`config.mk`:
```
export PLATFORM = sky130hd
export DESIGN_NAME = gdrc_cordic
export DESIGN_NICKNAME = d
export VERILOG_FILES = /design/src/rtl/gdrc_pkg.sv /design/src/rtl/gdrc_cordic.sv
export SDC_FILE = /design/constraint.sdc
export NUM_CORES = 1
export LEC_CHECK = 0
export BUFFER_PORTS_ARGS = -buffer_cell sky130_fd_sc_hd__buf_2
export CAP_MARGIN = 20
export CORE_MARGIN = 1.5
export CORE_UTILIZATION = 37
export CTS_CLUSTER_DIAMETER = 30
export DETAILED_ROUTE_END_ITERATION = 8
export PLACE_DENSITY = 0.58
export SLEW_MARGIN = 20
export SYNTH_ARGS = -nofsm -noshare
export SYNTH_HDL_FRONTEND = slang
export SYNTH_SLANG_ARGS = --single-unit
```
`constraint.sdc`:
```
create_clock -name clk_i -period 6.8 [get_ports clk_i]
set_input_delay 1.02 -clock clk_i [delete_from_list [all_inputs] [get_ports clk_i]]
set_output_delay 1.02 -clock clk_i [all_outputs]
set_load 0.02 [all_outputs]
```
`src/rtl/gdrc_pkg.sv`:
```
// ----------------------------------------------------------------------------
// gdrc_pkg
// Types, constants and the arctangent table of the grid ray caster.
// ----------------------------------------------------------------------------
`default_nettype none

package gdrc_pkg;

  localparam int CELL_W       = 6;
  localparam int POS_W        = 22;
  localparam int FRAC_W       = 16;
  localparam int ANG_W        = 16;
  localparam int DIST_W       = 24;
  localparam int CS_W         = 19;
  localparam int MUL_W        = 17;
  localparam int Z_W          = 17;
  localparam int CORDIC_ITERS = 15;
  localparam int CORDIC_GAIN  = 39797;
  localparam int IN_DW        = 96;
  localparam int OUT_DW       = 40;

  typedef enum logic {
    MD_MUL,
    MD_DIV
  } md_op_e;

  typedef struct packed {
    logic   start;
    md_op_e op;
  } md_ctrl_t;

  typedef struct packed {
    logic             start;
    logic [ANG_W-1:0] angle;
  } cs_ctrl_t;

  // Arctangent of 2^-i in units of 1/65536 turn.
  function automatic logic signed [Z_W-1:0] atan_turn(input logic [3:0] i);
    logic signed [Z_W-1:0] v;
    case (i)
      4'd0:    v = 17'sd8192;
      4'd1:    v = 17'sd4836;
      4'd2:    v = 17'sd2555;
      4'd3:    v = 17'sd1297;
      4'd4:    v = 17'sd651;
      4'd5:    v = 17'sd326;
      4'd6:    v = 17'sd163;
      4'd7:    v = 17'sd81;
      4'd8:    v = 17'sd41;
      4'd9:    v = 17'sd20;
      4'd10:   v = 17'sd10;
      4'd11:   v = 17'sd5;
      4'd12:   v = 17'sd3;
      4'd13:   v = 17'sd1;
      4'd14:   v = 17'sd1;
      default: v = 17'sd0;
    endcase
    return v;
  endfunction

endpackage

`default_nettype wire

```
`src/rtl/gdrc_cordic.sv`:
```
// ----------------------------------------------------------------------------
// gdrc_cordic
// Iterative CORDIC rotation giving cosine and sine of a 16-bit turn angle.
// ----------------------------------------------------------------------------
`default_nettype none

module gdrc_cordic import gdrc_pkg::*; (
  input  wire logic                   clk_i,
  input  wire logic                   rst_ni,
  input  wire cs_ctrl_t               ctrl_i,
  output logic                        done_o,
  output logic signed [CS_W-1:0]      cos_o,
  output logic signed [CS_W-1:0]      sin_o
);

  logic signed [CS_W-1:0] x_q, y_q, x_sh, y_sh;
  logic signed [Z_W-1:0]  z_q, z_in;
  logic [3:0]             i_q;
  logic                   busy_q, done_q, flip_q, flip_in;

  // Fold the angle into a half turn around zero; the fold negates both results.
  always_comb begin
    z_in    = $signed({ctrl_i.angle[ANG_W-1], ctrl_i.angle});
    flip_in = 1'b0;
    if (z_in > 17'sd16384) begin
      z_in    = z_in - 17'sd32768;
      flip_in = 1'b1;
    end else if (z_in < -17'sd16384) begin
      z_in    = z_in + 17'sd32768;
      flip_in = 1'b1;
    end
  end

  assign x_sh = x_q >>> i_q;
  assign y_sh = y_q >>> i_q;

  always_ff @(posedge clk_i or negedge rst_ni) begin
    if (!rst_ni) begin
      x_q    <= '0;
      y_q    <= '0;
      z_q    <= '0;
      i_q    <= '0;
      busy_q <= 1'b0;
      done_q <= 1'b0;
      flip_q <= 1'b0;
    end else begin
      done_q <= 1'b0;
      if (ctrl_i.start) begin
        x_q    <= CS_W'(CORDIC_GAIN);
        y_q    <= '0;
        z_q    <= z_in;
        i_q    <= '0;
        flip_q <= flip_in;
        busy_q <= 1'b1;
      end else if (busy_q) begin
        if (z_q >= 0) begin
          x_q <= x_q - y_sh;
          y_q <= y_q + x_sh;
          z_q <= z_q - atan_turn(i_q);
        end else begin
          x_q <= x_q + y_sh;
          y_q <= y_q - x_sh;
          z_q <= z_q + atan_turn(i_q);
        end
        i_q <= i_q + 4'd1;
        if (i_q == 4'(CORDIC_ITERS - 1)) begin
          busy_q <= 1'b0;
          done_q <= 1'b1;
        end
      end
    end
  end

  assign done_o = done_q;
  assign cos_o  = flip_q ? -x_q : x_q;
  assign sin_o  = flip_q ? -y_q : y_q;

endmodule

`default_nettype wire

```
### Word-level counts from Yosys, hierarchy flattened

Memory sizes are Yosys's and may differ from the RTL's.
Cells that the tools add are included.

| operators by class | value |
|---|---|
| add/subtract/negate cells | 11 |
| order comparisons | 3 |
| eq/ne operators | 1 |
| shifts and indexed selects | 2 |
| muxes and demuxes | 29 |
| reduce and logical (&&, ||, !) cells | 1 |

Operators with widths:

| cell | number |
|---|---|
| $mux 17 | 11 |
| $mux 19 | 8 |
| $add 19x19->19 | 2 |
| $neg 19->19 | 2 |
| $sshr 19x4->19 | 2 |
| $sub 19x19->19 | 2 |
| $add 16x17->17 const B | 1 |
| $add 17x17->17 | 1 |
| $ge 17x1->1 const B | 1 |
| $sub 16x17->17 const B | 1 |
| $sub 17x17->17 | 1 |
| $gt 16x16->1 const B | 1 |
| $lt 16x15->1 const B | 1 |
| $mux 1 | 8 |
| $mux 4 | 2 |
| $add 4x1->4 const B | 1 |
| $eq 4x4->1 const B | 1 |
| $reduce_bool 2->1 | 1 |

| storage, ports and cells | value |
|---|---|
| bits in registers | 62 |
| bits in read-only memories | 448 |
| bits of input ports | 19 |
| output and inout port bits | 39 |
| logic and storage cells | 56 |
| memories kept | 2 |

Memories:

| memory | depth | bits a word | read ports | clocked after Yosys merged registers in | wr ports | RTL line | source |
|---|---|---|---|---|---|---|---|
| (name not given) | 16 | 14 | 1 | 0 | 0 | gdrc_pkg.sv:40 | `case (i)` |
| (name not given) | 16 | 14 | 1 | 0 | 0 | gdrc_pkg.sv:40 |  |

### Logic depth before layout (Yosys ltp)

Gate-level depths: netlist of run 1.

| depth | value |
|---|---|
| depth after elaboration | 8 |
| mapped depth | 24 |
| gate-level depth less buffers | 21 |

### Least setup slack after synthesis of run 1

No wires, ideal clock.

| path | value |
|---|---|
| path kind | reg-to-reg |
| start | register i_q[0] |
| end | register y_q[18] |
| setup time | 127 ps |
| arrival | 5,156 ps |
| data required time | 6,673 ps |
| slack | 1,516 ps |
| cell stages (with the launch flop) | 22 |
| buffers on the path | 2 |
| clock period less this slack | 5,284 ps |
| cell sequence | dfrtp_1 > buf_6 > buf_2 > mux2_2 > mux4_2 > o21ai_1 > ha_1 > and2_1 > a221oi_1 > or3_1 > nand2_1 > xor2_1 > ha_1 > a21o_1 > a21o_1 > a211o_1 > and2_1 > a311oi_1 > o41ai_1 > or2_2 > mux2_2 > mux2_1 |

| on the way | value |
|---|---|
| word-level cells in the longest chain between the ends | 5 |
| elaborated cells between the ends (all ways) | 6 |
| classes of those cells | 2 x add/sub; 1 x shift; 3 x mux |

Ends and longest elaborated chain:

| what | RTL line | source |
|---|---|---|
| start: declaration | gdrc_cordic.sv:18 | `logic [3:0] i_q;` |
| start signal: assignment | gdrc_cordic.sv:65 | `i_q <= i_q + 4'd1;` |
| $sshr 19x4->19 (*) | gdrc_cordic.sv:34 | `assign x_sh = x_q >>> i_q;` |
| $sub 19x19->19 or $add 19x19->19 (tied branches) | gdrc_cordic.sv:62, gdrc_cordic.sv:58 |  |
| $mux 19 (*) | gdrc_cordic.sv:56 | `if (z_q >= 0) begin` |
| $mux 19 (*) | gdrc_cordic.sv:55 | `end else if (busy_q) begin` |
| $mux 19 (*) | gdrc_cordic.sv:48 | `if (ctrl_i.start) begin` |
| end signal: assignment | gdrc_cordic.sv:58 | `y_q <= y_q + x_sh;` |
| end signal: assignment | gdrc_cordic.sv:62 | `y_q <= y_q - x_sh;` |
| end: declaration | gdrc_cordic.sv:16 | `logic signed [CS_W-1:0] x_q, y_q, x_sh, y_sh;` |

Every way passes the cells marked *; elsewhere a longest branch is shown, timed or not. The select of a mux whose other input is x is not followed.
A chain may end at the register's enable or synchronous reset.

### Worst setup path after layout of run 1

| path | value |
|---|---|
| start | register i_q[2] |
| end | register y_q[18] |

The elaborated chain is that of the path after synthesis.

==> impl_metrics.env, run 1 <==
export IMPL_async_reset_ff_share_pct=100
export IMPL_core_area_um2=23500
export IMPL_ios=58
export IMPL_synth_nets=1207
export IMPL_drt_iter0_drc=639
export IMPL_grt_pass1_vias=7672
export IMPL_drt_pre_antenna_iters=5
export IMPL_slew_violations=0
export IMPL_ir_drop_v=0.000224
export IMPL_path_class="reg2reg"
export IMPL_yosysWarnings=0
export IMPL_hold_path_class="reg2reg"
export IMPL_finalCritPeriodShare_pct=86.6
export IMPL_endpoint_kind="register"
export IMPL_ys_seq_area_share_pct=17.4
export IMPL_drt_wl_total_mm=25.9
export IMPL_netlist_area_um2=8920
export IMPL_power_density_nw_per_um2=629
export IMPL_synth_edf_count=0
export IMPL_cp_start_kind="register"
export IMPL_fp_dieH_um=158
export IMPL_diodes=0
export IMPL_clk_latency_ns=0.35
export IMPL_p_switching_mw=3.07
export IMPL_slowest_delay_ns=0.91
export IMPL_cts_root_buffer="clkbuf_16"
export IMPL_die_w_um=158
export IMPL_syn2layout_area_growth_pct=8.50
export IMPL_wire_per_inst_um=17.9
export IMPL_cts_sinks=62
export IMPL_power_internal_mw=3.02
export IMPL_hold_viol=0
export IMPL_drv_cap=0
export IMPL_cp_arrival_ns=6.11
export IMPL_p_leak_nw=4.14
export IMPL_ys_types=79
export IMPL_synth_seq_cells=62
export IMPL_worst_pin_slew_ns=0.939
export IMPL_path_max_fanout=44
export IMPL_min_period_ns=5.89
export IMPL_max_freq_mhz=170
export IMPL_crit_chain="buf_4, inv_1, nor2_1, a21oi_1, o21ai_0, nand3_1, or2_1, nor3_1, a31oi_1, xnor2_1, ha_1, nand4_1, nor2_1, a211o_1, and2_1, a311oi_1, o41ai_1, or2_2, mux2_2, mux2_1"
export IMPL_seqPwrFrac_pct=14.4
export IMPL_rows=56
export IMPL_clkPwrFrac_pct=8.4
export IMPL_fin_hold_ws_ns=0.522
export IMPL_fin_nets=1207
export IMPL_dieArea_um2=25000
export IMPL_cts_inserted_buffers=9
export IMPL_crit_family="simple AND/OR/NAND/NOR gates"
export IMPL_gp_congestion=0.914
export IMPL_ant_nets=0
export IMPL_path_buf_inv=2
export IMPL_io_buffers=57
export IMPL_layout_drive_gt1_share_pct=13.3
export IMPL_place_hpwl_mm=19.0
export IMPL_max_clock_path_buffers=2
export IMPL_post_cts_resized=0
export IMPL_grt_max_degree=65
export IMPL_postCtsSetupRepairBufs=0
export IMPL_skew_ns=0.00919
export IMPL_grt_pass1_wl_mm=41.7
export IMPL_syn_avg_cell_area_um2=7.96
export IMPL_track_usage_pct=21.4
export IMPL_start_util_pct=37.9
export IMPL_holdBufCountCts=0
export IMPL_avgViaCountPerCell=5.70
export IMPL_ys_flop_type="dfrtp_1"
export IMPL_path_clk_slew_ns=0.06
export IMPL_cts_tree="yes"
export IMPL_antenna_found_initial=0
export IMPL_switching_share_pct=50.5
export IMPL_cp_data_required_time_ns=7.02
export IMPL_slew_limit_headroom_pct=37.4
export IMPL_vias=8235
export IMPL_crit_top_cell="nor2_1"
export IMPL_rsz0062_at_grt="no"
export IMPL_pwr_share_comb_pct=77.2
export IMPL_cts_max_level=3
export IMPL_crit_slowest_cell="dfrtp_2"
export IMPL_grt_overflow=0
export IMPL_tns_ns=0
export IMPL_syn_inst=1121
export IMPL_drcViolationCount=0
export IMPL_status="complete, no violations"
export IMPL_setup_viol=0
==> Yosys cell counts (18+ instances only) <==
library cell  count  share of area [%]
xor2_1           24                2.4
a21oi_1          77                4.3
o31ai_1          20                1.7
xnor2_1          88                8.6
clkbuf_1         58                2.4
mux2i_1          44                4.9
ha_1             64                9.0
dfrtp_1          62                 17
mux2_2           18                2.3
inv_1            32                1.3
nor2_1           85                3.6
nor3_1           25                1.4
nand2b_1         24                1.7
o21ai_0          93                5.2
mux4_2           28                7.1
nand2_1         120                5.0
==> state kept, by name (all words and copies together), names as in the netlist <==
signal	count
busy_q	1
y_q	19
done_o	1
flip_q	1
z_q	17
x_q	19
i_q	4
==> metrics by stage <==
stage                     power [mW]  utilization [%]  area [um2]  worst slack [ns]  instances
after floorplan                 4.60                -        8920              1.52       1121
after global placement          5.52             39.8        9360              1.03       1429
after detailed placement        5.54             39.8        9360             0.971       1429
after CTS                       6.10             41.1        9680             0.946       1445
after global routing            6.76             41.1        9680             0.466       1445
final                           6.09             41.1        9680             0.912       1445
==> placed cells by master (no fill, tap or decap), types with 12 or more instances in the layout <==
| master | instances |
|---|---|
| a21o_1 | 15 |
| a21oi_1 | 77 |
| a31oi_1 | 15 |
| buf_2 | 57 |
| buf_4 | 16 |
| dfrtp_1 | 59 |
| ha_1 | 64 |
| inv_1 | 32 |
| mux2_2 | 18 |
| mux2i_1 | 44 |
| mux4_2 | 28 |
| nand2_1 | 120 |
| nand2b_1 | 24 |
| nand3_1 | 16 |
| nor2_1 | 85 |
| nor2b_1 | 16 |
| nor3_1 | 25 |
| o21a_1 | 12 |
| o21ai_0 | 93 |
| o31ai_1 | 20 |
| or3_1 | 12 |
| xnor2_1 | 88 |
| xor2_1 | 24 |
==> per-layer routing <==
layer  vias up  routed length (um)  global-route usage [%]
li1       4075                   -                       -
met1      3961               12600                    29.6
met2       169               12000                    35.0
met3        30                 889                    2.67
met4         0                 482                    5.87
met5         -                   0                       0
==> logic make-up after synthesis <==
group,Yosys count,synth area share (%)
XOR/XNOR,112,11.0
buffers and inverters,118,5.54
AO/OA/AOI/OAI,313,22.3
AND/OR/NAND/NOR,355,19.0
flip-flops,62,17.4
multiplexers,94,15.1
adder cells (fa/ha/maj),67,9.65
==> final cells by class <==
cell class              count  area (um2)
fillers                  2442       13900
multi-input cells         941        6870
flip-flops and latches     62        1560
repair buffers             73         405
well taps                 319         399
clock buffers              12         246
inverters                  34         128
clock inverters             4        70.1
==> power groups by stage <==
stage / Sequential, mW / Combinational [mW] / Clock (mW)
final: 0.874 / 4.70 / 0.513
after global routing: 0.904 / 5.32 / 0.540
after CTS: 0.872 / 4.70 / 0.527
after detailed placement: 0.880 / 4.66 / 0
after global placement: 0.881 / 4.64 / 0
after floorplan: 0.637 / 3.97 / 0
==> final timing paths <==
check	from	cells after the start	slack [ns]	endpoint
min in group asynchronous	rst_ni	2	0.86	z_q[13]$_DFFE_PN0P_
max reg2reg	i_q[2]$_DFFE_PN0P_	20	0.91	y_q[18]$_DFFE_PN0P_
max	i_q[2]$_DFFE_PN0P_	20	0.91	y_q[18]$_DFFE_PN0P_
min reg2reg	flip_q$_DFFE_PN0P_	1	0.52	flip_q$_DFFE_PN0P_
min	flip_q$_DFFE_PN0P_	1	0.52	flip_q$_DFFE_PN0P_
max in group asynchronous	rst_ni	2	5.32	busy_q$_DFF_PN0_
Power figures use the tool's default switching activity.
==> run 2, diff against run 1 <==
--- a/config.mk
+++ b/config.mk
@@ -7,7 +7,7 @@
 export LEC_CHECK = 0
 export BUFFER_PORTS_ARGS = -buffer_cell sky130_fd_sc_hd__buf_2
 export CAP_MARGIN = 20
-export CORE_MARGIN = 1.5
+export CORE_MARGIN = 4
 export CORE_UTILIZATION = 37
 export CTS_CLUSTER_DIAMETER = 30
 export DETAILED_ROUTE_END_ITERATION = 8
==> run 2 against run 1 <==
  * Count of clock-buffer cells in the layout unchanged
  * Critical path depth decreased by 1
  * First-iteration DRC count decreased by 25%
  * Sequential share of layout area about the same
  * Worst setup slack got worse by 0.040 ns
  * Fmax decreased by 0.68%
  * Critical endpoint unchanged
  * Largest power group unchanged
==> impl_metrics.env, run 2 (synthesized netlist as in run 1, its figures left out) <==
export IMPL_rows=56
export IMPL_skew_ns=0.00943
export IMPL_cts_tree="yes"
export IMPL_io_buffers=57
export IMPL_antenna_found_initial=0
export IMPL_fp_dieH_um=163
export IMPL_start_util_pct=37.8
export IMPL_cp_data_required_time_ns=7.02
export IMPL_grt_busiest_layer="met2"
export IMPL_syn2layout_area_growth_pct=8.42
export IMPL_track_usage_pct=19.5
export IMPL_finalCritPeriodShare_pct=87.2
export IMPL_fin_nets=1206
export IMPL_vias=8151
export IMPL_grt_pass1_vias=7825
export IMPL_p_leak_nw=4.14
export IMPL_final_area_um2=9670
export IMPL_p_total_mw=6.07
export IMPL_fillers=2466
export IMPL_status="complete, no violations"
export IMPL_ant_nets=0
export IMPL_crit_family="compound AO/OA/AOI/OAI gates"
export IMPL_cp_start_kind="register"
export IMPL_final_cells=1444
export IMPL_gp_congestion=0.895
export IMPL_drt_iter0_drc=482
export IMPL_avgViaCountPerCell=5.64
export IMPL_power_density_nw_per_um2=628
export IMPL_slew_violations=0
export IMPL_endpoint_kind="register"
export IMPL_drcViolationCount=0
export IMPL_slowest_delay_ns=0.88
export IMPL_drt_pre_antenna_iters=4
export IMPL_hold_viol=0
export IMPL_diodes=0
export IMPL_crit_chain="buf_4, mux4_2, nor3_1, a31oi_1, o31ai_1, nand2_1, or2_1, nor3_1, a31oi_1, xnor2_1, ha_1, a21o_1, a211o_1, and2_1, a311oi_1, o41ai_1, or2_2, mux2_2, mux2_1"
export IMPL_path_class="reg2reg"
export IMPL_dieArea_um2=26700
export IMPL_place_area_um2=9350
export IMPL_postCtsSetupRepairBufs=0
export IMPL_die_w_um=163
export IMPL_core_area_um2=23600
export IMPL_path_buf_inv=1
export IMPL_wire_per_inst_um=17.9
export IMPL_clk_latency_ns=0.35
export IMPL_max_freq_mhz=169
export IMPL_grt_util_met2_pct=32.5
export IMPL_place_hpwl_mm=19.0
export IMPL_min_period_ns=5.93
export IMPL_grt_max_degree=65
export IMPL_grt_overflow=0
export IMPL_tns_ns=0
export IMPL_cts_max_level=3
export IMPL_path_clk_slew_ns=0.06
export IMPL_cts_sinks=62
export IMPL_cts_root_buffer="clkbuf_16"
export IMPL_path_max_fanout=37
export IMPL_ios=58
export IMPL_layout_drive_gt1_share_pct=13.2
export IMPL_hold_path_class="reg2reg"
export IMPL_dp_cells=1428
export IMPL_rsz0062_at_grt="no"
export IMPL_post_cts_resized=0
export IMPL_max_clock_path_buffers=2
export IMPL_cp_arrival_ns=6.15
export IMPL_drv_cap=0
export IMPL_slew_limit_headroom_pct=32.3
export IMPL_ir_drop_v=0.000266
export IMPL_worst_pin_slew_ns=1.01
export IMPL_grt_use_met1_pct=26.5
export IMPL_fin_hold_ws_ns=0.516
export IMPL_reg_top3="x_q x19, y_q x19, z_q x17"
export IMPL_setup_viol=0
export IMPL_final_common_cell="nand2_1"
export IMPL_layout_common_cells="nand2_1 (120), o21ai_0 (93), xnor2_1 (88), nor2_1 (85), a21oi_1 (77)"
export IMPL_crit_slowest_cell="dfrtp_2"
export IMPL_use_met3_pct=3.03
export IMPL_multi_input_area_um2=6870
export IMPL_drt_wl_total_mm=25.9
export IMPL_holdBufCountCts=0
export IMPL_cts_inserted_buffers=9
export IMPL_seq_area_um2=1560
export IMPL_grt_pass1_wl_mm=41.9
[run 2: cell types whose count changed in the layout (fill, tap and decap cells not counted)]
cell / delta
buf_4: -1
[run 2: worst paths after layout]
check | startpoint | endpoint | slack [ns] | cells after the start
setup / recovery | i_q[0]$_DFFE_PN0P_ | y_q[18]$_DFFE_PN0P_ | 0.87 | 19
setup reg to reg | i_q[0]$_DFFE_PN0P_ | y_q[18]$_DFFE_PN0P_ | 0.87 | 19
max in group asynchronous | rst_ni | busy_q$_DFF_PN0_ | 5.34 | 2
hold / removal | flip_q$_DFFE_PN0P_ | flip_q$_DFFE_PN0P_ | 0.52 | 1
hold reg to reg | flip_q$_DFFE_PN0P_ | flip_q$_DFFE_PN0P_ | 0.52 | 1
min in group asynchronous | rst_ni | z_q[13]$_DFFE_PN0P_ | 0.86 | 2
[run 2: layout make-up]
cell class	instances	share of cell area, %
clock inverters	4	0.725
inverters	34	1.32
well taps	319	4.13
multi-input cells	941	71.1
clock buffers	12	2.55
flip-flops and latches	62	16.1
repair buffers	72	4.11
[run 2: per-stage QoR]
step | utilization [%] | setup WS, ns
5_1_grt | 41.0 | 0.449
3_5_place_dp | 39.6 | 0.934
2_1_floorplan | - | 1.52
4_1_cts | 41.0 | 0.908
6_report | 41.0 | 0.871
3_3_place_gp | 39.6 | 1.02
[run 2: report_power, final]
group / total (mW) / leakage, nW / switching [mW] / internal (mW)
clock network: 0.510 / 0.157 / 0.180 / 0.330
registers: 0.884 / 0.749 / 0.354 / 0.530
logic: 4.68 / 3.23 / 2.53 / 2.15
[run 2: metal layers]
| metal | part of all wire [%] | up-vias |
|---|---|---|
| met2 | 46 | 164 |
| met1 | 48 | 3889 |
| met3 | 4.4 | 23 |
| met4 | 1.4 | 0 |
| li1 | - | 4075 |
| met5 | 0 | - |
