**src/rtl/gdrc_pkg.sv**
```systemverilog
// ----------------------------------------------------------------------------
// gdrc_pkg
// Types, constants and the arctangent table of the grid ray caster.
// ----------------------------------------------------------------------------
`default_nettype none

package gdrc_pkg;

  localparam int CELL_W       = 6;
  localparam int POS_W        = 22;
  localparam int FRAC_W       = 16;
  localparam int ANG_W        = 16;
  localparam int DIST_W       = 24;
  localparam int CS_W         = 19;
  localparam int MUL_W        = 17;
  localparam int Z_W          = 17;
  localparam int CORDIC_ITERS = 15;
  localparam int CORDIC_GAIN  = 39797;
  localparam int IN_DW        = 96;
  localparam int OUT_DW       = 40;

  typedef enum logic {
    MD_MUL,
    MD_DIV
  } md_op_e;

  typedef struct packed {
    logic   start;
    md_op_e op;
  } md_ctrl_t;

  typedef struct packed {
    logic             start;
    logic [ANG_W-1:0] angle;
  } cs_ctrl_t;

  // Arctangent of 2^-i in units of 1/65536 turn.
  function automatic logic signed [Z_W-1:0] atan_turn(input logic [3:0] i);
    logic signed [Z_W-1:0] v;
    case (i)
      4'd0:    v = 17'sd8192;
      4'd1:    v = 17'sd4836;
      4'd2:    v = 17'sd2555;
      4'd3:    v = 17'sd1297;
      4'd4:    v = 17'sd651;
      4'd5:    v = 17'sd326;
      4'd6:    v = 17'sd163;
      4'd7:    v = 17'sd81;
      4'd8:    v = 17'sd41;
      4'd9:    v = 17'sd20;
      4'd10:   v = 17'sd10;
      4'd11:   v = 17'sd5;
      4'd12:   v = 17'sd3;
      4'd13:   v = 17'sd1;
      4'd14:   v = 17'sd1;
      default: v = 17'sd0;
    endcase
    return v;
  endfunction

endpackage

`default_nettype wire

```
**src/rtl/gdrc_muldiv.sv**
```systemverilog
// ----------------------------------------------------------------------------
// gdrc_muldiv
// Shared bit-serial unit: shift-add multiply and restoring divide.
// ----------------------------------------------------------------------------
`default_nettype none

module gdrc_muldiv import gdrc_pkg::*; #(
  parameter int DW = 39
) (
  input  wire logic                  clk_i,
  input  wire logic                  rst_ni,
  input  wire md_ctrl_t              ctrl_i,
  input  wire logic [DW-1:0]         a_i,
  input  wire logic [MUL_W-1:0]      b_i,
  output logic                       done_o,
  output logic [DW+MUL_W-1:0]        res_o
);

  localparam int PW    = DW + MUL_W;
  localparam int CNT_W = $clog2(DW);

  logic [PW-1:0]    acc_q, opa_q;
  logic [MUL_W-1:0] opb_q, rem_q;
  logic [CNT_W-1:0] cnt_q;
  logic             busy_q, done_q;
  md_op_e           op_q;
  logic [MUL_W:0]   trial, diff;
  logic             qbit, last;

  always_comb begin
    trial = {rem_q, opa_q[DW-1]};
    diff  = trial - {1'b0, opb_q};
    qbit  = (trial >= {1'b0, opb_q});
    if (op_q == MD_MUL) begin
      last = (cnt_q == CNT_W'(MUL_W - 1));
    end else begin
      last = (cnt_q == CNT_W'(DW - 1));
    end
  end

  always_ff @(posedge clk_i or negedge rst_ni) begin
    if (!rst_ni) begin
      acc_q  <= '0;
      opa_q  <= '0;
      opb_q  <= '0;
      rem_q  <= '0;
      cnt_q  <= '0;
      busy_q <= 1'b0;
      done_q <= 1'b0;
      op_q   <= MD_MUL;
    end else begin
      done_q <= 1'b0;
      if (ctrl_i.start) begin
        op_q   <= ctrl_i.op;
        acc_q  <= '0;
        opa_q  <= PW'(a_i);
        opb_q  <= b_i;
        rem_q  <= '0;
        cnt_q  <= '0;
        busy_q <= 1'b1;
      end else if (busy_q) begin
        if (op_q == MD_MUL) begin
          if (opb_q[0]) begin
            acc_q <= acc_q + opa_q;
          end
          opb_q <= opb_q >> 1;
        end else begin
          rem_q <= qbit ? diff[MUL_W-1:0] : trial[MUL_W-1:0];
          acc_q <= {acc_q[PW-2:0], qbit};
        end
        opa_q <= opa_q << 1;
        cnt_q <= cnt_q + CNT_W'(1);
        if (last) begin
          busy_q <= 1'b0;
          done_q <= 1'b1;
        end
      end
    end
  end

  assign done_o = done_q;
  assign res_o  = acc_q;

endmodule

`default_nettype wire

```
**config.mk**
```make
export PLATFORM = sky130hd
export DESIGN_NAME = gdrc_muldiv
export DESIGN_NICKNAME = d
export VERILOG_FILES = /design/src/rtl/gdrc_pkg.sv /design/src/rtl/gdrc_muldiv.sv
export SDC_FILE = /design/constraint.sdc
export NUM_CORES = 1
export LEC_CHECK = 0
export ABC_AREA = 0
export BUFFER_PORTS_ARGS = -buffer_cell sky130_fd_sc_hd__buf_2
export CAP_MARGIN = 20
export CORE_ASPECT_RATIO = 0.7
export CORE_MARGIN = 2
export CORE_UTILIZATION = 23
export DETAILED_ROUTE_END_ITERATION = 10
export PLACE_DENSITY_LB_ADDON = 0.3
export SETUP_SLACK_MARGIN = 0.3
export SLEW_MARGIN = 20
export SYNTH_ARGS = -nofsm -noshare
export SYNTH_HDL_FRONTEND = slang
export SYNTH_SLANG_ARGS = --single-unit
```
**constraint.sdc**
```tcl
create_clock -name clk_i -period 5.58 [get_ports clk_i]
set_clock_uncertainty 0.15 [all_clocks]
set_input_delay 0.558 -clock clk_i [delete_from_list [all_inputs] [get_ports clk_i]]
set_output_delay 0.558 -clock clk_i [all_outputs]
set_load 0.01 [all_outputs]
```
# Word level (Yosys, flattened, before mapping)
# Cells that the tools add are included.
dict set report totals {
  inputBits 60
  ff_bits 155
  word_cells 43
}
dict set report classes {
  muxes 22
  reduce_logical 6
  n_lt_le_gt_ge 1
  n_eq_ne 3
  n_addsub 3
}
# cell n
set ops {}
lappend ops {{2-to-1 mux 56 bit} 6}
lappend ops {{2-to-1 mux 17 bit} 7}
lappend ops {{adder 56 bit} 1}
lappend ops {{>= comparator 18 x 17 -> 1 bit} 1}
lappend ops {{subtractor 17 bit} 1}
lappend ops {{2-to-1 mux 6 bit} 2}
lappend ops {{2-to-1 mux 1 bit} 7}
lappend ops {{adder 6 x 1 -> 6 bit (second input constant)} 1}
lappend ops {{equality test 6 x 5 -> 1 bit (second input constant)} 1}
lappend ops {{equality test 6 bit (second input constant)} 1}
lappend ops {{AND reduction 2 bit} 3}
lappend ops {{nonzero test 2 bit} 2}
lappend ops {{nonzero test 3 bit} 1}
lappend ops {{inequality test 2 bit (second input constant)} 1}

# Logic depth before layout (Yosys ltp)
# Gate-level depths: netlist of run 1.
dict set report logic_depth {
  depth_word 5
  mapped_depth 14
}

# Worst setup path before layout of run 1
# Ideal clock, no wire load.
dict set report synth_timing {
  path_kind {reg-to-reg}
  start {reg acc_q[15], in the netlist res_o[15]}
  end {reg acc_q[48], in the netlist res_o[48]}
  n_path_buf 1
  path_slack_ns 2.490
  stages_incl_launch_ff 13
  required_time_ns 5.298
  arrival_ns 2.808
  path_cell_list {dfrtp_1 > ha_1 > buf_6 > a21oi_2 > o21ai_1 > a221o_1 > a31oi_1 > nand3_1 > a221o_1 > a31o_1 > a211o_1 > xnor2_1 > o22ai_1}
}
dict set report synth_via {
  elab_chain_cells 5
}
# item line
set synth_rtl {}
lappend synth_rtl {{start: declaration} gdrc_muldiv.sv:22} ;# logic [PW-1:0] acc_q, opa_q;
lappend synth_rtl {{start signal: assignment} gdrc_muldiv.sv:64} ;# acc_q <= acc_q + opa_q;
lappend synth_rtl {{start signal: assignment} gdrc_muldiv.sv:69} ;# acc_q <= {acc_q[PW-2:0], qbit};
lappend synth_rtl {{adder 56 bit} gdrc_muldiv.sv:64}
lappend synth_rtl {{2-to-1 mux 56 bit} gdrc_muldiv.sv:63} ;# if (opb_q[0]) begin
lappend synth_rtl {{2-to-1 mux 56 bit} gdrc_muldiv.sv:62} ;# if (op_q == MD_MUL) begin
lappend synth_rtl {{2-to-1 mux 56 bit} gdrc_muldiv.sv:61} ;# end else if (busy_q) begin
lappend synth_rtl {{2-to-1 mux 56 bit} gdrc_muldiv.sv:53} ;# if (ctrl_i.start) begin
# No other way between the ends. The select of a mux whose other input is x is not followed.
# A chain may end at the register's enable or synchronous reset.

# Worst setup path after layout of run 1
dict set report layout_timing {
  start {reg acc_q[0], in the netlist res_o[0]}
  end {reg acc_q[42], in the netlist res_o[42]}
}
# Same word-level chain as after synthesis.

==> results.json, run 1 <==
{
  "status": "finished, final reports clean",
  "dieWidth_um": 264.1,
  "power_frac_seq_pct": 35.1,
  "clkPwrFrac_pct": 30.2,
  "setup_viol": 0,
  "cts_resized": 0,
  "yosysTopAreaCell": "dfrtp_1",
  "routed_via_density": 4.917,
  "grt.total_usage_pct": 14.40,
  "p_total_mw": 4.010,
  "comb_power_share_pct": 34.7,
  "hold_path.class": "input pin to flop",
  "critical_path.endpoint": "res_o[42]$_DFFE_PN0P_",
  "place_congestion": 0.8806,
  "syn_nets": 1392,
  "core_area_um2": 46570,
  "start_util_pct": 23.39,
  "vias": 9637,
  "slowest_stage": "a2111oi_1",
  "critPathMaxStageDelay_ns": 0.55,
  "synth_ff_type": "dfrtp_1",
  "vdd_drop_max_uv": 159.7,
  "arrival_ns": 3.97,
  "r2r_cells": 13,
  "grt_max_degree": 61,
  "drt_wl_total_mm": 34.68,
  "wl_per_cell_um": 17.69,
  "setup_ws_ns": 1.761,
  "num_rows": 66,
  "p_int_mw": 2.449,
  "slew_headroom_pct": 39.58,
  "ys_warn_count": 0,
  "netSwitchingPower_mw": 1.561,
  "cp_cell_sequence": "ha_1, inv_1, fa_1, nand2b_1, a21oi_1, o21bai_1, a2111oi_1, o211ai_1, a21oi_2, a21boi_1, o21ai_0, xnor2_1, o21ai_0",
  "ys_types": 65,
  "antenna_cells": 0,
  "numCtsBuffers": 17,
  "cp_data_required_time_ns": 5.73,
  "drive_gt1_share_pct": 12.98,
  "period_needed_ns": 3.819,
  "cts.path.max_buffers": 2,
  "fin_nets": 1470,
  "antenna_left": 0,
  "hold_depth": 2,
  "design.die.area_um2": 49160,
  "rsz0062_at_grt": "no",
  "clock_latency_ns": 0.46,
  "worst-setup-path-type": "flop to flop",
  "h-tree-depth": 4,
  "r2r-start": "res_o[0]$_DFFE_PN0P_",
  "worst_pin_slew_ns": 0.9042,
  "drv_slew": 0,
  "grt_pass1_wl_mm": 54.97,
  "postCtsHoldBufs": 1,
  "area_delta_synth_final_pct": 16.80,
  "hold_viol": 0,
  "first_pass_iters": 5,
  "synthAdderAreaFrac_pct": 8.751,
  "drt-initial-drc-count": 719,
  "hpwlAfterDp_mm": 25.78,
  "start_kind": "flop",
  "cts_setup_buffers": 0,
  "synth_top_area_share_pct": 35.60,
  "cts.clk_slew.worst_paths_ns": 0.07,
  "io_buffers": 116,
  "crit_path_start": "res_o[0]$_DFFE_PN0P_",
  "rrSetupSlack_ns": 1.76,
  "synth_edf_count": 0,
  "gr-total-overflow": 0,
  "muxShareOfSynthArea_pct": 8.360,
  "yosysSeqAreaShare_pct": 35.60,
  "grt_antenna_before_repair": 0,
  "drc_errors": 0,
  "synth-compound-area-share_pct": 22.81,
  "die_h_um": 186.1,
  "period_share_pct": 68.44,
  "synthXorXnorAreaFrac_pct": 5.547,
  "critical_path.max_fanout": 5,
  "rr_endpoint": "res_o[42]$_DFFE_PN0P_",
  "drv_cap": 0,
  "static-leakage-power_nw": 6.278,
  "cts_tree": "built",
  "synth_top_family_by_area": "compound AO/OA/AOI/OAI gates",
  "end_kind": "flop",
  "synth_area_um2": 10900,
  "clock.fmax_mhz": 261.9,
  "setup_tns_ns": 0,
  "place_ws_ns": 1.830,
  "grt_pass1_vias": 9344,
  "synth_simple_gate_area_share_pct": 15.04,
  "clockRootBuffer": "clkbuf_16",
  "sw_frac_of_total_pct": 38.93,
  "crit_top_cell": "o21ai_0",
  "synthArstFlopShare_pct": 100.0,
  "avgSynthCellArea_um2": 8.668,
  "ys_top_cells_by_area": "dfrtp_1 (36%), ha_1 (8.4%), mux2i_1 (8.4%), o21ai_0 (6.2%), nand2_1 (5.4%)",
  "cts.sinks": 155,
  "io_pins": 117,
  "synth-seq-cells": 155,
  "p_per_area_nw_per_um2": 315.1,
  "synth_cells": 1257
}
[through the flow]
step                utilization, %  hold WS (ns)  std cells  area (um2)
finish                       27.32        0.1584       1960       12730
global route                 27.32        0.1601       1960       12730
CTS                          27.26        0.1355       1959       12700
detailed placement           25.96        0.3338       1926       12090
global placement             25.96        0.3321       1926       12090
floorplan                        -        0.1124       1257       10900
[power by group through the flow]
stage | Combinational, mW | Sequential (mW) | Clock, mW
after floorplan | 0.938 | 1.42 | 0
after global placement | 1.39 | 1.42 | 0
after detailed placement | 1.39 | 1.43 | 0
after CTS | 1.40 | 1.41 | 1.25
after global routing | 1.57 | 1.43 | 1.30
final | 1.39 | 1.41 | 1.21
[logic make-up (layout without fill, tap and decap cells)]
group | after synthesis | in the layout
buffers and inverters | 110 | 201
adders and majority gates | 75 | 75
and+or+nand+nor | 363 | 363
muxes | 91 | 91
AOI/OAI and AO/OA | 394 | 394
DFF | 155 | 155
xor gates and xnor gates | 69 | 69
[Yosys cell counts, drive strengths merged (16+ instances only)]
| cell type | instances |
|---|---|
| xor2 | 23 |
| mux2i | 91 |
| and3 | 22 |
| nand4 | 20 |
| nor2 | 88 |
| dfrtp | 155 |
| a21o | 37 |
| a21oi | 95 |
| nand2 | 156 |
| nor3 | 16 |
| clkbuf | 58 |
| inv | 38 |
| o21ai | 137 |
| a221oi | 18 |
| a22o | 21 |
| ha | 73 |
| xnor2 | 46 |
[worst max-delay path, delay by kind of cell, from the launching register on]
| family | cells | cell delay (ns) |
|---|---|---|
| AO/OA/AOI/OAI | 8 | 2.09 |
| XOR/XNOR | 1 | 0.14 |
| adder cells (fa/ha/maj) | 2 | 0.62 |
| buffers and inverters | 1 | 0.07 |
| flip-flops | 1 | 0.41 |
| AND/OR/NAND/NOR | 1 | 0.18 |
[final cells by class]
| class | count | area (um2) |
|---|---|---|
| clock buffers | 17 | 425.4 |
| clock inverters | 15 | 170.2 |
| fillers | 5070 | 33850 |
| inverters | 38 | 142.6 |
| multi-input cells | 992 | 6615 |
| flip-flops and latches | 155 | 3882 |
| well taps | 612 | 765.7 |
| repair buffers | 131 | 724.4 |
[routing by layer]
| metal | wire (um) | track usage (%) | vias up |
|---|---|---|---|
| li1 | - | - | 4705 |
| met1 | 17800 | 20.86 | 4694 |
| met2 | 14690 | 21.42 | 206 |
| met3 | 1440 | 2.408 | 32 |
| met4 | 752 | 5.227 | 0 |
| met5 | 0 | 0 | - |
[flip-flops by register name, indices dropped and copies added (netlist names)]
signal  flops
opa_q      56
res_o      56
rem_q      17
done_o      1
busy_q      1
opb_q      17
cnt_q       6
op_q        1
[layout by cell type (no fill, tap or decap), drive strengths merged, types with 3 or more instances in the layout]
cell type	synthesis	layout
o31ai	3	3
a31oi	3	3
or2	3	3
o211ai	9	9
a221oi	18	18
a22o	21	21
o21bai	14	14
or3	6	6
clkbuf	58	17
xor2	23	23
nand2	156	156
nor2	88	88
and2	6	6
dfrtp	155	155
nor2b	11	11
o311a	3	3
a2111oi	4	4
a211o	3	3
mux2i	91	91
a211oi	8	8
xnor2	46	46
o21a	11	11
nand2b	9	9
inv	38	48
nor4	4	4
a21oi	95	95
nor3	16	16
a21o	37	37
nand4	20	20
ha	73	73
a221o	4	4
buf	14	130
o21ai	137	137
and3	22	22
clkinv	0	4
a21boi	7	7
nand3	14	14
[how the worst min path moves through the flow]
stage	from	end	slack [ns]
finish	ctrl_i[0]	op_q$_DFFE_PN0P_	0.16
global route	a_i[24]	opa_q[24]$_DFFE_PN0P_	0.16
CTS	ctrl_i[0]	op_q$_DFFE_PN0P_	0.14
detailed placement	rem_q[16]$_DFFE_PN0P_	rem_q[16]$_DFFE_PN0P_	0.33
global placement	rem_q[16]$_DFFE_PN0P_	rem_q[16]$_DFFE_PN0P_	0.33
floorplan	rst_ni	busy_q$_DFF_PN0_	0.11
(Power assumes the default switching activity.)
==> run 2: changes to the inputs <==
- ABC_AREA: 0 -> 1
- clock period: 5.58 -> 3.6 ns (I/O delays scaled with it)
==> results.json, run 2 <==
{
  "grt_antenna_before_repair": 1,
  "cts.clk_slew.worst_paths_ns": 0.08,
  "fillCellCount": 6269,
  "cts_tree": "built",
  "avgSynthCellArea_um2": 6.265,
  "yosysMostFrequentCell": "nand2_1",
  "io_pins": 117,
  "ff_latch_area_um2": 3879,
  "cts_setup_buffers": 0,
  "synth_ff_type": "dfrtp_1",
  "drc_errors": 0,
  "start_kind": "flop",
  "grt.total_usage_pct": 18.20,
  "yosysSeqAreaShare_pct": 30.21,
  "synth_edf_count": 0,
  "rsz0062_at_grt": "no",
  "period_share_pct": 85.99,
  "io_buffers": 116,
  "synth_top_area_share_pct": 30.21,
  "postCtsHoldBufs": 51,
  "dr.max_layer_used": "met5",
  "vias": 13560,
  "holdWs_ns": 0.02448,
  "drt-initial-drc-count": 1080,
  "place_congestion": 0.9733,
  "cp_num_buf_inv": 1,
  "slowest_stage": "nor2_1",
  "period_needed_ns": 3.096,
  "end_kind": "flop",
  "grt_pass1_vias": 13240,
  "dp_cells": 2869,
  "wl_met1_mm": 27.39,
  "ys_warn_count": 0,
  "drv_slew": 0,
  "cts.sinks": 155,
  "setup_viol": 0,
  "first_pass_iters": 7,
  "multi_input_area_um2": 7192,
  "cp_cell_sequence": "ha_1, nand2_1, nor2_1, inv_1, nor2_1, nand3_1, nand3_1, nand2_1, nand3_1, nand3_1, a21oi_1",
  "critPathMaxStageDelay_ns": 0.60,
  "drv_cap": 0,
  "status": "finished, final reports clean",
  "crit_cells": 11,
  "arrival_ns": 3.35,
  "ys_top_cells_by_area": "dfrtp_1 (30%), nand2_1 (18%), inv_1 (12%), ha_1 (7.1%), a21oi_1 (6.5%)",
  "synth_cells": 2049,
  "die_h_um": 201.7,
  "clock.fmax_mhz": 323.0,
  "syn_nets": 2184,
  "numCtsBuffers": 17,
  "drt_wl_total_mm": 51.20,
  "synthArstFlopShare_pct": 100.0,
  "cp_data_required_time_ns": 3.85,
  "h-tree-depth": 4,
  "cts.path.max_buffers": 2,
  "fin_util_pct": 27.79,
  "static-leakage-power_nw": 8.290,
  "grt_pass1_wl_mm": 79.69,
  "critical_path.max_fanout": 5,
  "wl_met3_mm": 3.887,
  "clock_latency_ns": 0.48,
  "routed_via_density": 4.593,
  "wl_per_cell_um": 17.35,
  "cts_resized": 0,
  "crit_top_cell": "nand3_1",
  "num_rows": 72,
  "yosysTopAreaCell": "dfrtp_1",
  "final_common_cell": "nand2_1",
  "ys_types": 45,
  "synth_area_um2": 12840,
  "drive_gt1_share_pct": 9.000,
  "gr-total-overflow": 0,
  "worst_pin_slew_ns": 0.7954,
  "setup_tns_ns": 0,
  "met2WireLength_mm": 19.35,
  "area_delta_synth_final_pct": 19.56,
  "fin_nets": 2334,
  "hold_path.class": "input pin to flop",
  "worst-setup-path-type": "flop to flop",
  "most-common-layout-cells": "nand2_1 (619), inv_1 (413), nor2_1 (183)",
  "antenna_cells": 0,
  "hold_viol": 0,
  "design.die.area_um2": 57750,
  "hpwlAfterDp_mm": 40.60,
  "core_area_um2": 55220,
  "cp_top_family": "simple AND/OR/NAND/NOR gates",
  "synth-seq-cells": 155,
  "hold_depth": 3,
  "start_util_pct": 23.25,
  "dieWidth_um": 286.4,
  "vdd_drop_max_uv": 381.5,
  "p_per_area_nw_per_um2": 495.2,
  "antenna_left": 0,
  "clockRootBuffer": "clkbuf_16",
  "instances_no_fill": 2951,
  "r2r_cells": 11,
  "grt_max_degree": 70,
  "synth_common_cells": "nand2_1 (620), inv_1 (414), nor2_1 (185)",
  "slew_headroom_pct": 46.85
}
==> run 2: cell count changes after synthesis, moves of 37 or more <==
| cell | delta |
|---|---|
| nor2_1 | +97 |
| o221ai_1 | +37 |
| o21ai_0 | -74 |
| mux2i_1 | -91 |
| a21oi_1 | +75 |
| nand2_1 | +464 |
| xnor2_1 | -42 |
| nand3_1 | +133 |
| inv_1 | +376 |
==> run 2: path summary, 6_finish.rpt <==
check | from | end | slack (ns)
max in group asynchronous | rst_ni | res_o[0]$_DFFE_PN0P_ | 2.11
setup reg to reg | res_o[21]$_DFFE_PN0P_ | res_o[40]$_DFFE_PN0P_ | 0.50
setup / recovery | res_o[21]$_DFFE_PN0P_ | res_o[40]$_DFFE_PN0P_ | 0.50
hold / removal | ctrl_i[0] | op_q$_DFFE_PN0P_ | 0.02
hold reg to reg | rem_q[16]$_DFFE_PN0P_ | rem_q[16]$_DFFE_PN0P_ | 0.34
min in group asynchronous | rst_ni | res_o[30]$_DFFE_PN0P_ | 0.31
==> run 2: layout make-up <==
class / count / share of cell area [%]
Inverter: 416 / 10.17
Clock inverter: 14 / 0.8315
Sequential cell: 155 / 25.27
Tap cell: 740 / 6.032
Timing Repair Buffer: 184 / 8.062
Multi-Input combinational cell: 1425 / 46.86
Clock buffer: 17 / 2.772
==> run 2: logic make-up after synthesis <==
logic type,after synthesis,synth area share (%)
compound gates,327,15.01
buf+inv,469,13.96
xor+xnor,11,0.7505
simple gates,1012,32.64
fa+ha+maj,75,7.427
flops,155,30.21
==> run 2: metal layers <==
layer | track usage (%) | vias up
met3 | 5.057 | 34
met2 | 24.36 | 361
met4 | 3.609 | 2
met1 | 28.33 | 6385
met5 | 0 | -
li1 | - | 6773
==> run 2: through the flow <==
stage / instance area (um2) / power [mW] / setup WS, ns
6_report: 15350 / 7.601 / 0.5042
3_5_place_dp: 14280 / 5.719 / 0.7213
3_3_place_gp: 14280 / 5.718 / 0.6851
5_1_grt: 15350 / 8.206 / 0.4300
4_1_cts: 15340 / 7.633 / 0.6928
2_1_floorplan: 12840 / 4.569 / 1.258
==> run 2: report_power, final <==
group	internal (mW)	total (mW)	switching, mW
combinational	1.15	3.51	2.36
sequential	2.01	2.26	0.253
clock	0.912	1.84	0.923
==> run 2: tightest hold or removal path: stages <==
cell and delay, ns:
buf_2 0.10, nor2_1 0.05, nor2_1 0.10
==> run 3: changes to the inputs <==
- PLACE_DENSITY_LB_ADDON: 0.3 -> default
==> results.json, run 3 (synthesis gave the netlist of run 2 again) <==
{
  "drt-initial-drc-count": 1487,
  "grt_antenna_before_repair": 1,
  "drt_wl_total_mm": 47.22,
  "grt_pass1_wl_mm": 73.88,
  "grt_pass1_vias": 12450,
  "drv_cap": 0,
  "drc_errors": 0,
  "antenna_left": 0,
  "fin_util_pct": 27.97,
  "netSwitchingPower_mw": 3.495,
  "cts.sinks": 155,
  "final_common_cell": "nand2_1",
  "setup_viol": 0,
  "period_needed_ns": 2.934,
  "p_int_mw": 4.105,
  "drv_slew": 0,
  "status": "finished, final reports clean",
  "place_congestion": 1.040,
  "dp_cells": 2869,
  "numCtsBuffers": 17,
  "clock_latency_ns": 0.48,
  "static-leakage-power_nw": 8.321,
  "sw_frac_of_total_pct": 45.99,
  "setup_tns_ns": 0,
  "design.die.area_um2": 57750,
  "h-tree-depth": 4,
  "first_pass_iters": 7,
  "end_kind": "flop",
  "slowest_stage": "nor2_1",
  "hold_viol": 0,
  "worst-setup-path-type": "flop to flop",
  "period_share_pct": 81.50,
  "io_pins": 117,
  "cp_top_family": "simple AND/OR/NAND/NOR gates",
  "holdWs_ns": 0.02692,
  "hold_path.class": "input pin to flop",
  "hpwlAfterDp_mm": 37.44,
  "vias": 13510,
  "fin_nets": 2336,
  "start_kind": "flop",
  "post-route-cell-area_um2": 15440,
  "grt.total_usage_pct": 16.65,
  "comb_power_share_pct": 45.1,
  "dieWidth_um": 286.4,
  "num_rows": 72,
  "gr-total-overflow": 0,
  "io_buffers": 116,
  "start_util_pct": 23.25,
  "drive_gt1_share_pct": 9.033,
  "cts.path.max_buffers": 2,
  "cp_num_buf_inv": 1,
  "critPathMaxStageDelay_ns": 0.50,
  "wl_per_cell_um": 15.98,
  "core_area_um2": 55220,
  "area_delta_synth_final_pct": 20.30,
  "cp_cell_sequence": "ha_1, nand2_1, nor2_1, inv_1, nor2_1, nand2_1, nor2_1, nand2_1, nand4_1, nand3_1, a21oi_1",
  "cts.clk_slew.worst_paths_ns": 0.08,
  "cts_tree": "built",
  "vdd_drop_max_uv": 369.8,
  "grt_max_degree": 86,
  "placed_area_um2": 14300,
  "worst_pin_slew_ns": 1.055,
  "instances_no_fill": 2955,
  "critical_path.max_fanout": 5,
  "clockRootBuffer": "clkbuf_16",
  "clock.fmax_mhz": 340.8,
  "arrival_ns": 3.20,
  "die_h_um": 201.7,
  "routed_via_density": 4.573,
  "clkPwrFrac_pct": 25.2,
  "most-common-layout-cells": "nand2_1 (619), inv_1 (413), nor2_1 (183)",
  "power_frac_seq_pct": 29.7,
  "rsz0062_at_grt": "no",
  "cp_data_required_time_ns": 3.86,
  "p_per_area_nw_per_um2": 492.1,
  "slew_headroom_pct": 29.53
}
-- run 3: cell count changes in the layout (fill, tap and decap cells not counted), moves of 2 or more --
cell           delta
clkinv_8          +5
buf_4             -2
dlygate4sd3_1     +2
clkinv_2          -2
inv_6             -4
-- run 3: per-stage QoR --
stage / total power, mW / setup slack [ns]
4_1_cts: 7.616 / 0.7385
3_3_place_gp: 5.628 / 0.7645
3_5_place_dp: 5.624 / 0.7947
2_1_floorplan: 4.569 / 1.258
6_report: 7.600 / 0.6659
5_1_grt: 8.190 / 0.4761
-- run 3: power groups by stage --
stage	sequential, mW	clock (mW)	combinational [mW]
global placement	2.28	0	3.34
detailed placement	2.28	0	3.34
finish	2.26	1.91	3.43
CTS	2.25	1.96	3.41
global route	2.30	2.03	3.86
floorplan	2.28	0	2.29
-- run 3: final timing paths --
check	slack, ns	cells past startpoint	from	to
max	0.67	11	res_o[22]$_DFFE_PN0P_	res_o[43]$_DFFE_PN0P_
min	0.03	3	a_i[38]	opa_q[38]$_DFFE_PN0P_
max in group asynchronous	2.05	3	rst_ni	res_o[54]$_DFFE_PN0P_
max reg2reg	0.67	11	res_o[22]$_DFFE_PN0P_	res_o[43]$_DFFE_PN0P_
min reg2reg	0.38	2	rem_q[11]$_DFFE_PN0P_	rem_q[11]$_DFFE_PN0P_
min in group asynchronous	0.30	2	rst_ni	res_o[32]$_DFFE_PN0P_
-- run 3: final cells by class --
type / count / area [um2]
fillers: 6244 / 39780
multi-input cells: 1425 / 7187
flip-flops and latches: 155 / 3879
inverters: 416 / 1562
repair buffers: 186 / 1274
well taps: 740 / 925.9
clock buffers: 17 / 425.4
clock inverters: 15 / 188.9
diodes: 1 / 2.502
-- run 3: what timing repair did --
action                                 4_1_cts  5_1_grt
hold buffers                                53        0
buffers inserted                             0        0
resized for setup                            0        0
endpoints found under the hold margin      122        0
-- run 3: routing by layer --
layer  track usage [%]  wire [um]
met5                 0          0
met4             3.141        631
met3             4.977       4931
met2             22.12      17680
met1             25.90      23980
-- run 3: worst min-delay path, stage by stage --
cell      delay (ns)
buf_2           0.09
nand2_1         0.09
o221ai_1        0.08
